File: config.mk
export PLATFORM = sky130hd
export DESIGN_NAME = hall_capture_speed_meter_top
export DESIGN_NICKNAME = d
export VERILOG_FILES = /design/src/rtl/hcsm_pkg.sv /design/src/rtl/hcsm_divider.sv /design/src/rtl/hcsm_slot_file.sv /design/src/rtl/hall_capture_speed_meter_top.sv
export SDC_FILE = /design/constraint.sdc
export NUM_CORES = 1
export LEC_CHECK = 0
export ABC_AREA = 1
export BUFFER_PORTS_ARGS = -buffer_cell sky130_fd_sc_hd__buf_2
export CORE_MARGIN = 8
export CORE_UTILIZATION = 39
export DETAILED_ROUTE_END_ITERATION = 10
export HOLD_SLACK_MARGIN = 0.1
export SLEW_MARGIN = 10
export SYNTH_ARGS = -nofsm -noshare
export SYNTH_HDL_FRONTEND = slang
export SYNTH_SLANG_ARGS = --single-unit
File: constraint.sdc
create_clock -name clk -period 4.3 [get_ports clk]
set_input_delay 0.86 -clock clk [delete_from_list [all_inputs] [get_ports clk]]
set_output_delay 0.86 -clock clk [all_outputs]
set_load 0.01 [all_outputs]
File: src/rtl/hcsm_pkg.sv
package hcsm_pkg;

    localparam int ROUNDS_DEFAULT = 3;

    localparam int TIME_W  = 16;
    localparam int DIV_W   = 26;
    localparam int DIVR_W  = 16;

    localparam logic [15:0]      WINDOW_RESET  = 16'd50000;
    localparam logic [15:0]      NO_DATA       = 16'd22222;
    localparam logic [15:0]      SPEED_MAX     = 16'hFFFF;
    localparam logic [DIV_W-1:0] US_PER_MINUTE = 26'd60000000;

    typedef struct packed {
        logic              start;
        logic [DIV_W-1:0]  dividend;
        logic [DIVR_W-1:0] divisor;
    } div_req_t;

    typedef struct packed {
        logic             done;
        logic [DIV_W-1:0] quotient;
    } div_rsp_t;

endpackage

File: src/rtl/hcsm_divider.sv
// Restoring divider, one quotient bit per cycle.
module hcsm_divider
(
    input  logic              clk,
    input  logic              rst_n,
    input  hcsm_pkg::div_req_t req,
    output hcsm_pkg::div_rsp_t rsp
);

    localparam int DW = hcsm_pkg::DIV_W;
    localparam int VW = hcsm_pkg::DIVR_W;
    localparam int CW = $clog2(DW);

    logic          busy_reg, busy_next;
    logic          done_reg, done_next;
    logic [CW-1:0] cnt_reg, cnt_next;
    logic [VW-1:0] rem_reg, rem_next;
    logic [DW-1:0] quo_reg, quo_next;
    logic [VW-1:0] dvs_reg, dvs_next;

    logic [VW:0]   shifted;
    logic [VW:0]   diff;

    always_comb
    begin
        busy_next = busy_reg;
        done_next = 1'b0;
        cnt_next  = cnt_reg;
        rem_next  = rem_reg;
        quo_next  = quo_reg;
        dvs_next  = dvs_reg;
        shifted   = {rem_reg, quo_reg[DW-1]};
        diff      = shifted - {1'b0, dvs_reg};

        if (req.start)
        begin
            busy_next = 1'b1;
            cnt_next  = '0;
            rem_next  = '0;
            quo_next  = req.dividend;
            dvs_next  = req.divisor;
        end
        else if (busy_reg)
        begin
            if (!diff[VW])
            begin
                rem_next = diff[VW-1:0];
                quo_next = {quo_reg[DW-2:0], 1'b1};
            end
            else
            begin
                rem_next = shifted[VW-1:0];
                quo_next = {quo_reg[DW-2:0], 1'b0};
            end
            cnt_next = cnt_reg + CW'(1);
            if (cnt_reg == CW'(DW - 1))
            begin
                busy_next = 1'b0;
                done_next = 1'b1;
            end
        end
    end

    always_ff @(posedge clk or negedge rst_n)
    begin
        if (!rst_n)
        begin
            busy_reg <= 1'b0;
            done_reg <= 1'b0;
            cnt_reg  <= '0;
        end
        else
        begin
            busy_reg <= busy_next;
            done_reg <= done_next;
            cnt_reg  <= cnt_next;
        end
    end

    always_ff @(posedge clk)
    begin
        rem_reg <= rem_next;
        quo_reg <= quo_next;
        dvs_reg <= dvs_next;
    end

    assign rsp.done     = done_reg;
    assign rsp.quotient = quo_reg;

endmodule

File: src/rtl/hcsm_slot_file.sv
// Capture slot registers: one write port, one read port.
module hcsm_slot_file
#(
    parameter int SLOTS = 3 * hcsm_pkg::ROUNDS_DEFAULT
)
(
    input  logic                       clk,
    input  logic                       wr_en,
    input  logic [$clog2(SLOTS)-1:0]   wr_addr,
    input  logic [hcsm_pkg::TIME_W-1:0] wr_data,
    input  logic [$clog2(SLOTS)-1:0]   rd_addr,
    output logic [hcsm_pkg::TIME_W-1:0] rd_data
);

    logic [hcsm_pkg::TIME_W-1:0] slot_reg [SLOTS];

    always_ff @(posedge clk)
    begin
        if (wr_en)
        begin
            slot_reg[wr_addr] <= wr_data;
        end
    end

    assign rd_data = slot_reg[rd_addr];

endmodule

File: src/rtl/hall_capture_speed_meter_top.sv
// Hall capture speed meter, counter-clockwise path.
// Input channel (in_valid/in_ready): one request per microsecond tick, carrying
// rising-edge flags edge_a/b/c and ccw_active. Output channel (out_valid/
// out_ready): one result at the end of each measurement window, with period,
// rpm, completed rounds and the no-capture / zero-period flags.
// cfg_wr_en/cfg_wr_data write window_ticks at any edge; write only when idle.
// A tick that ends no window goes through the accept step and then the A, B and C
// edge steps, which share the single slot write port. A window end adds, when
// any round was seen, the sum of the 3n slots (n = rounds) and a pass through
// the restoring divider for the period; a second pass for the rpm follows
// unless the period is zero. in_ready is low while a tick is in work.
// A finished result sits in the output register; the next tick is accepted
// while it waits. If a second window ends before out_ready takes the first,
// the block holds that result and keeps in_ready low until it is taken.
// Reset: window_ticks = 50000, timer, window count, rounds and flags cleared;
// capture stays off until the first window end.
module hall_capture_speed_meter_top
#(
    parameter int ROUNDS = hcsm_pkg::ROUNDS_DEFAULT
)
(
    input  logic        clk,
    input  logic        rst_n,
    input  logic        in_valid,
    output logic        in_ready,
    input  logic        edge_a,
    input  logic        edge_b,
    input  logic        edge_c,
    input  logic        ccw_active,
    output logic        out_valid,
    input  logic        out_ready,
    output logic [15:0] period_us,
    output logic [15:0] speed_rpm,
    output logic [1:0]  rounds_seen,
    output logic        no_capture,
    output logic        zero_period,
    input  logic        cfg_wr_en,
    input  logic [15:0] cfg_wr_data
);

    localparam int SLOTS = 3 * ROUNDS;
    localparam int AW    = $clog2(SLOTS);
    localparam int PW    = $clog2(SLOTS + 1);
    localparam int TW    = hcsm_pkg::TIME_W;
    localparam int DW    = hcsm_pkg::DIV_W;

    typedef enum logic [3:0] {
        S_IDLE,
        S_EA,
        S_EB,
        S_EC,
        S_SUM,
        S_P_START,
        S_P_WAIT,
        S_R_START,
        S_R_WAIT,
        S_OUT
    } state_t;

    state_t         state_reg, state_next;
    logic [15:0]    window_ticks_reg, window_ticks_next;
    logic [TW-1:0]  timer_reg, timer_next;
    logic [15:0]    window_count_reg, window_count_next;
    logic           en_reg, en_next;
    logic           armed_reg, armed_next;
    logic           bflag_reg, bflag_next;
    logic           cflag_reg, cflag_next;
    logic [1:0]     round_reg, round_next;
    logic [PW-1:0]  ptr_reg, ptr_next;
    logic           restart_reg, restart_next;
    logic           ea_reg, ea_next;
    logic           eb_reg, eb_next;
    logic           ec_reg, ec_next;
    logic           ccw_reg, ccw_next;
    logic [1:0]     n_reg, n_next;
    logic [AW-1:0]  idx_reg, idx_next;
    logic [TW-1:0]  acc_reg, acc_next;
    logic [15:0]    res_period_reg, res_period_next;
    logic [15:0]    res_speed_reg, res_speed_next;
    logic           res_none_reg, res_none_next;
    logic           res_zero_reg, res_zero_next;
    logic           out_valid_reg, out_valid_next;
    logic [15:0]    period_reg, period_next;
    logic [15:0]    speed_reg, speed_next;
    logic [1:0]     rounds_reg, rounds_next;
    logic           none_reg, none_next;
    logic           zero_reg, zero_next;

    logic           slot_we;
    logic [TW-1:0]  slot_rdata;
    logic           store;
    logic [AW-1:0]  sum_last;
    logic [16:0]    count_inc;
    logic           ccw_en;

    hcsm_pkg::div_req_t div_req;
    hcsm_pkg::div_rsp_t div_rsp;

    hcsm_slot_file #(
        .SLOTS (SLOTS)
    ) u_slots (
        .clk     (clk),
        .wr_en   (slot_we),
        .wr_addr (ptr_reg[AW-1:0]),
        .wr_data (timer_reg),
        .rd_addr (idx_reg),
        .rd_data (slot_rdata)
    );

    hcsm_divider u_div (
        .clk   (clk),
        .rst_n (rst_n),
        .req   (div_req),
        .rsp   (div_rsp)
    );

    assign ccw_en   = ccw_reg && en_reg;
    assign sum_last = AW'((PW'(n_reg) << 1) + PW'(n_reg) - PW'(1));
    assign count_inc = {1'b0, window_count_reg} + 17'd1;

    always_comb
    begin
        state_next        = state_reg;
        window_ticks_next = cfg_wr_en ? cfg_wr_data : window_ticks_reg;
        timer_next        = timer_reg;
        window_count_next = window_count_reg;
        en_next           = en_reg;
        armed_next        = armed_reg;
        bflag_next        = bflag_reg;
        cflag_next        = cflag_reg;
        round_next        = round_reg;
        ptr_next          = ptr_reg;
        restart_next      = restart_reg;
        ea_next           = ea_reg;
        eb_next           = eb_reg;
        ec_next           = ec_reg;
        ccw_next          = ccw_reg;
        n_next            = n_reg;
        idx_next          = idx_reg;
        acc_next          = acc_reg;
        res_period_next   = res_period_reg;
        res_speed_next    = res_speed_reg;
        res_none_next     = res_none_reg;
        res_zero_next     = res_zero_reg;
        period_next       = period_reg;
        speed_next        = speed_reg;
        rounds_next       = rounds_reg;
        none_next         = none_reg;
        zero_next         = zero_reg;
        out_valid_next    = out_valid_reg && !out_ready;
        store             = 1'b0;
        div_req.start     = 1'b0;
        div_req.dividend  = {{(DW - TW){1'b0}}, acc_reg};
        div_req.divisor   = {13'd0, n_reg, 1'b0};

        case (state_reg)
            S_IDLE:
            begin
                if (in_valid)
                begin
                    ea_next      = edge_a;
                    eb_next      = edge_b;
                    ec_next      = edge_c;
                    ccw_next     = ccw_active;
                    restart_next = 1'b0;
                    state_next   = S_EA;
                end
            end

            S_EA:
            begin
                if (ccw_en && ea_reg)
                begin
                    if (cflag_reg)
                    begin
                        store      = 1'b1;
                        round_next = round_reg + 2'd1;
                        armed_next = 1'b0;
                        bflag_next = 1'b0;
                        cflag_next = 1'b0;
                        en_next    = !((32'(round_reg) + 1) >= ROUNDS);
                    end
                    else
                    begin
                        restart_next = 1'b1;
                        armed_next   = 1'b1;
                    end
                end
                state_next = S_EB;
            end

            S_EB:
            begin
                if (ccw_en && eb_reg && armed_reg)
                begin
                    store      = 1'b1;
                    bflag_next = 1'b1;
                end
                state_next = S_EC;
            end

            S_EC:
            begin
                if (ccw_en && ec_reg && bflag_reg)
                begin
                    store      = 1'b1;
                    cflag_next = 1'b1;
                end
                timer_next = restart_reg ? TW'(1) : timer_reg + TW'(1);
                if (count_inc < {1'b0, window_ticks_reg})
                begin
                    window_count_next = count_inc[15:0];
                    state_next        = S_IDLE;
                end
                else
                begin
                    // window end: rearm and start the average, or report no capture
                    window_count_next = '0;
                    n_next            = round_reg;
                    round_next        = '0;
                    ptr_next          = '0;
                    en_next           = 1'b1;
                    armed_next        = 1'b0;
                    bflag_next        = 1'b0;
                    cflag_next        = 1'b0;
                    idx_next          = '0;
                    acc_next          = '0;
                    res_none_next     = 1'b0;
                    res_zero_next     = 1'b0;
                    // a C capture in the closing tick is not stored
                    store             = 1'b0;
                    if (round_reg == 2'd0)
                    begin
                        res_period_next = hcsm_pkg::NO_DATA;
                        res_speed_next  = hcsm_pkg::NO_DATA;
                        res_none_next   = 1'b1;
                        state_next      = S_OUT;
                    end
                    else
                    begin
                        state_next = S_SUM;
                    end
                end
            end

            S_SUM:
            begin
                acc_next = acc_reg + slot_rdata;
                idx_next = idx_reg + AW'(1);
                if (idx_reg == sum_last)
                begin
                    state_next = S_P_START;
                end
            end

            S_P_START:
            begin
                div_req.start = 1'b1;
                state_next    = S_P_WAIT;
            end

            S_P_WAIT:
            begin
                if (div_rsp.done)
                begin
                    res_period_next = div_rsp.quotient[15:0];
                    if (div_rsp.quotient == '0)
                    begin
                        res_zero_next  = 1'b1;
                        res_speed_next = hcsm_pkg::SPEED_MAX;
                        state_next     = S_OUT;
                    end
                    else
                    begin
                        state_next = S_R_START;
                    end
                end
            end

            S_R_START:
            begin
                div_req.start    = 1'b1;
                div_req.dividend = hcsm_pkg::US_PER_MINUTE;
                div_req.divisor  = res_period_reg;
                state_next       = S_R_WAIT;
            end

            S_R_WAIT:
            begin
                if (div_rsp.done)
                begin
                    res_speed_next = (|div_rsp.quotient[DW-1:16]) ? hcsm_pkg::SPEED_MAX
                                                                   : div_rsp.quotient[15:0];
                    state_next     = S_OUT;
                end
            end

            S_OUT:
            begin
                if (!out_valid_reg || out_ready)
                begin
                    out_valid_next = 1'b1;
                    period_next    = res_period_reg;
                    speed_next     = res_speed_reg;
                    rounds_next    = n_reg;
                    none_next      = res_none_reg;
                    zero_next      = res_zero_reg;
                    state_next     = S_IDLE;
                end
            end

            default:
            begin
                state_next = S_IDLE;
            end
        endcase

        // store drops once every slot is used
        slot_we = store && (ptr_reg < PW'(SLOTS));
        if (slot_we)
        begin
            ptr_next = ptr_reg + PW'(1);
        end
    end

    always_ff @(posedge clk or negedge rst_n)
    begin
        if (!rst_n)
        begin
            state_reg        <= S_IDLE;
            window_ticks_reg <= hcsm_pkg::WINDOW_RESET;
            timer_reg        <= '0;
            window_count_reg <= '0;
            en_reg           <= 1'b0;
            armed_reg        <= 1'b0;
            bflag_reg        <= 1'b0;
            cflag_reg        <= 1'b0;
            round_reg        <= '0;
            ptr_reg          <= '0;
            restart_reg      <= 1'b0;
            out_valid_reg    <= 1'b0;
        end
        else
        begin
            state_reg        <= state_next;
            window_ticks_reg <= window_ticks_next;
            timer_reg        <= timer_next;
            window_count_reg <= window_count_next;
            en_reg           <= en_next;
            armed_reg        <= armed_next;
            bflag_reg        <= bflag_next;
            cflag_reg        <= cflag_next;
            round_reg        <= round_next;
            ptr_reg          <= ptr_next;
            restart_reg      <= restart_next;
            out_valid_reg    <= out_valid_next;
        end
    end

    always_ff @(posedge clk)
    begin
        ea_reg         <= ea_next;
        eb_reg         <= eb_next;
        ec_reg         <= ec_next;
        ccw_reg        <= ccw_next;
        n_reg          <= n_next;
        idx_reg        <= idx_next;
        acc_reg        <= acc_next;
        res_period_reg <= res_period_next;
        res_speed_reg  <= res_speed_next;
        res_none_reg   <= res_none_next;
        res_zero_reg   <= res_zero_next;
        period_reg     <= period_next;
        speed_reg      <= speed_next;
        rounds_reg     <= rounds_next;
        none_reg       <= none_next;
        zero_reg       <= zero_next;
    end

    assign in_ready    = (state_reg == S_IDLE);
    assign out_valid   = out_valid_reg;
    assign period_us   = period_reg;
    assign speed_rpm   = speed_reg;
    assign rounds_seen = rounds_reg;
    assign no_capture  = none_reg;
    assign zero_period = zero_reg;

endmodule

==> impl_metrics.env <==
export IMPL_status="complete, no violations"
export IMPL_worst_pin_slew_ns=1.001
export IMPL_hold_buffers=0
export IMPL_drc=0
export IMPL_finalSetupViolations=0
export IMPL_syn_to_final_growth_pct=14.01
export IMPL_critPathLaunchType="flip-flop"
export IMPL_syn_nets=1766
export IMPL_viasPerCell=4.962
export IMPL_critPathArrivalTime_ns=3.75
export IMPL_drive_above_1_share_pct=12.07
export IMPL_synthFlopType="edfxtp_1"
export IMPL_cap_viol_max_count=0
export IMPL_postSynthCellCount=1678
export IMPL_final_common_cell="nand2_1"
export IMPL_p_leak_nw=8.051
export IMPL_power_frac_seq_pct=49.9
export IMPL_cp_cell_sequence="nand3_2, nor3_2, nand2_1, nor2_1, nand3_2, nor2_2, xor2_1, inv_1, ha_1, a21oi_1, o21bai_1, nor2_1, nand2_1, inv_2, nand3_1, nand2_2, nand2_2, nor3_2, buf_4"
export IMPL_cp_top_family="simple AND/OR/NAND/NOR gates"
export IMPL_min_period_ns=3.536
export IMPL_drt_first_pass_iters=5
export IMPL_ir_drop_mv=0.2483
export IMPL_clk_latency_ns=0.55
export IMPL_antenna_found_initial=0
export IMPL_netlist_area_um2=17460
export IMPL_final_util_pct=45.01
export IMPL_pwr_share_clk_pct=42.0
export IMPL_hpwl_mm=26.45
export IMPL_final_hold_viol_count=0
export IMPL_crit_type="flip-flop to flip-flop"
export IMPL_synth_edf_count=282
export IMPL_grt_pass1_vias=11542
export IMPL_hp_class="flip-flop to flip-flop"
export IMPL_drv_slew=0
export IMPL_die_h_um=227.6
export IMPL_coreArea_um2=44220
export IMPL_rsz0062_at_grt="false"
export IMPL_relSlewSlack_pct=32.92
export IMPL_diodes=0
export IMPL_avgSynthCellArea_um2=10.40
export IMPL_switching_share_pct=24.00
export IMPL_cp_required_ns=4.52
export IMPL_crit_slowest_cell="dfrtp_1"
export IMPL_fin_hold_ws_ns=0.4161
export IMPL_critPathMaxStageDelay_ns=0.45
export IMPL_vias=11814
export IMPL_skew_ns=0.01199
export IMPL_final_net_count=1847
export IMPL_grt_usage_pct=14.83
export IMPL_htreeDepth=2
export IMPL_power_density_nw_per_um2=426.7
export IMPL_fillers=4101
export IMPL_cts_resized=0
export IMPL_ys_seq_area_share_pct=61.02
export IMPL_grt_overflow=0
export IMPL_cp_max_fo=16
export IMPL_cts_max_path_buffers=3
export IMPL_post_cts_repair_setup_buffers=0
export IMPL_dieArea_um2=51790
export IMPL_async_reset_ff_share_pct=19.03
export IMPL_detail_route_antenna_nets=0
export IMPL_gp_congestion=0.8754
export IMPL_grt_pass1_wl_mm=61.26
export IMPL_power_switching_mw=2.038
export IMPL_synth_distinct_cells=52
export IMPL_fmax_ghz=0.2828
export IMPL_cp_num_buf_inv=3
export IMPL_power_internal_mw=6.453
export IMPL_wire_per_inst_um=15.90
export IMPL_path_clk_slew_ns=0.05
export IMPL_initial_core_util_pct=39.48
export IMPL_combPwrFrac_pct=8.1
export IMPL_total_power_mw=8.492
export IMPL_clockRootBuffer="clkbuf_16"
export IMPL_fp_dieW_um=227.6
export IMPL_drtIter0Drc=965
export IMPL_cts_buffers=41
export IMPL_synth_seq_cells=373
export IMPL_layout_common_cells="300 x nand2_1, 282 x edfxtp_1, 231 x inv_1"
export IMPL_num_rows=77
export IMPL_grt_max_degree=75
export IMPL_tns_ns=0
export IMPL_drt_total_wl_mm=37.86
export IMPL_port_buffers=62
export IMPL_cts_sinks=373
export IMPL_cp_end_kind="flip-flop"
export IMPL_finalCritPeriodShare_pct=82.24
export IMPL_ioPinCount=63
export IMPL_yosys_warnings=0
export IMPL_largest_register_ffs=144
export IMPL_cts_tree="built"
==> synthesized netlist by cell type (8+ instances only) <==
library cell | instances | share of area (%)
edfxtp_1 | 282 | 49
nand2_2 | 9 | 0.32
xnor2_1 | 8 | 0.40
buf_2 | 12 | 0.34
a31oi_1 | 8 | 0.29
nor3_1 | 21 | 0.60
nand3_1 | 84 | 2.4
nand4_1 | 16 | 0.57
dfrtp_1 | 65 | 9.3
dfxtp_1 | 20 | 2.3
a21oi_1 | 105 | 3.0
o22ai_1 | 9 | 0.32
nor2_2 | 8 | 0.29
inv_1 | 231 | 5.0
nor2_1 | 114 | 2.5
inv_2 | 12 | 0.26
clkbuf_1 | 30 | 0.65
o21ai_0 | 105 | 3.0
o211ai_1 | 44 | 1.9
xor2_1 | 22 | 1.1
ha_1 | 61 | 4.4
nand2_1 | 300 | 6.5
mux2i_1 | 31 | 1.8
or2_2 | 8 | 0.29
==> metrics by stage <==
step | std cells | area [um2] | setup slack [ns]
CTS | 2381 | 19900 | 0.7467
floorplan | 1678 | 17460 | 0.3911
global placement | 2308 | 18540 | 0.8867
global route | 2381 | 19900 | 0.4224
detailed placement | 2308 | 18540 | 0.7357
finish | 2381 | 19900 | 0.7639
==> cells by family (layout without fill, tap and decap cells) <==
kind of cell    count (synthesis)  in the layout  synth area share, %
simple gates                  585            585                14.69
mux                            32             32                1.842
xor+xnor                       30             30                1.505
fa+ha+maj                      63             63                4.601
compound gates                301            301                9.784
buf+inv                       294            405                6.558
flops                         373            373                61.02
==> power groups by stage <==
stage / combinational [mW] / clock, mW / sequential, mW
after global placement: 0.672 / 0 / 4.30
after CTS: 0.690 / 3.65 / 4.24
after global routing: 0.779 / 3.79 / 4.26
final: 0.688 / 3.56 / 4.24
after detailed placement: 0.685 / 0 / 4.31
after floorplan: 0.485 / 0 / 4.25
==> final cells by class <==
cell class / count / area [um2] / area share (%)
flip-flops and latches: 373 / 10660 / 53.54
multi-input cells: 1011 / 5712 / 28.70
clock buffers: 53 / 1102 / 5.538
inverters: 245 / 919.6 / 4.621
well taps: 592 / 740.7 / 3.722
repair buffers: 87 / 513.0 / 2.577
clock inverters: 20 / 259.0 / 1.301
==> routing by layer <==
metal / vias to the layer above / GRT usage, % / share of wire [%]
li1: 5891 / - / -
met2: 260 / 24.74 / 47
met3: 47 / 2.731 / 5.3
met5: - / 0 / 0
met4: 0 / 4.470 / 2.0
met1: 5616 / 19.51 / 46
==> path summary, 6_finish.rpt <==
kind | start | cells after the start | slack [ns] | endpoint
worst min-delay path | res_speed_reg[12] | 0 | 0.42 | speed_rpm[12]
worst max register to register | window_count_reg[2] | 19 | 0.76 | u_slots.slot_reg[6][6]
worst min register to register | res_speed_reg[12] | 0 | 0.42 | speed_rpm[12]
min in group asynchronous | rst_n | 1 | 0.48 | window_ticks_reg[2]
max in group asynchronous | rst_n | 1 | 3.19 | state_reg[1]
worst max-delay path | window_count_reg[2] | 19 | 0.76 | u_slots.slot_reg[6][6]
(Power assumes the default switching activity.)
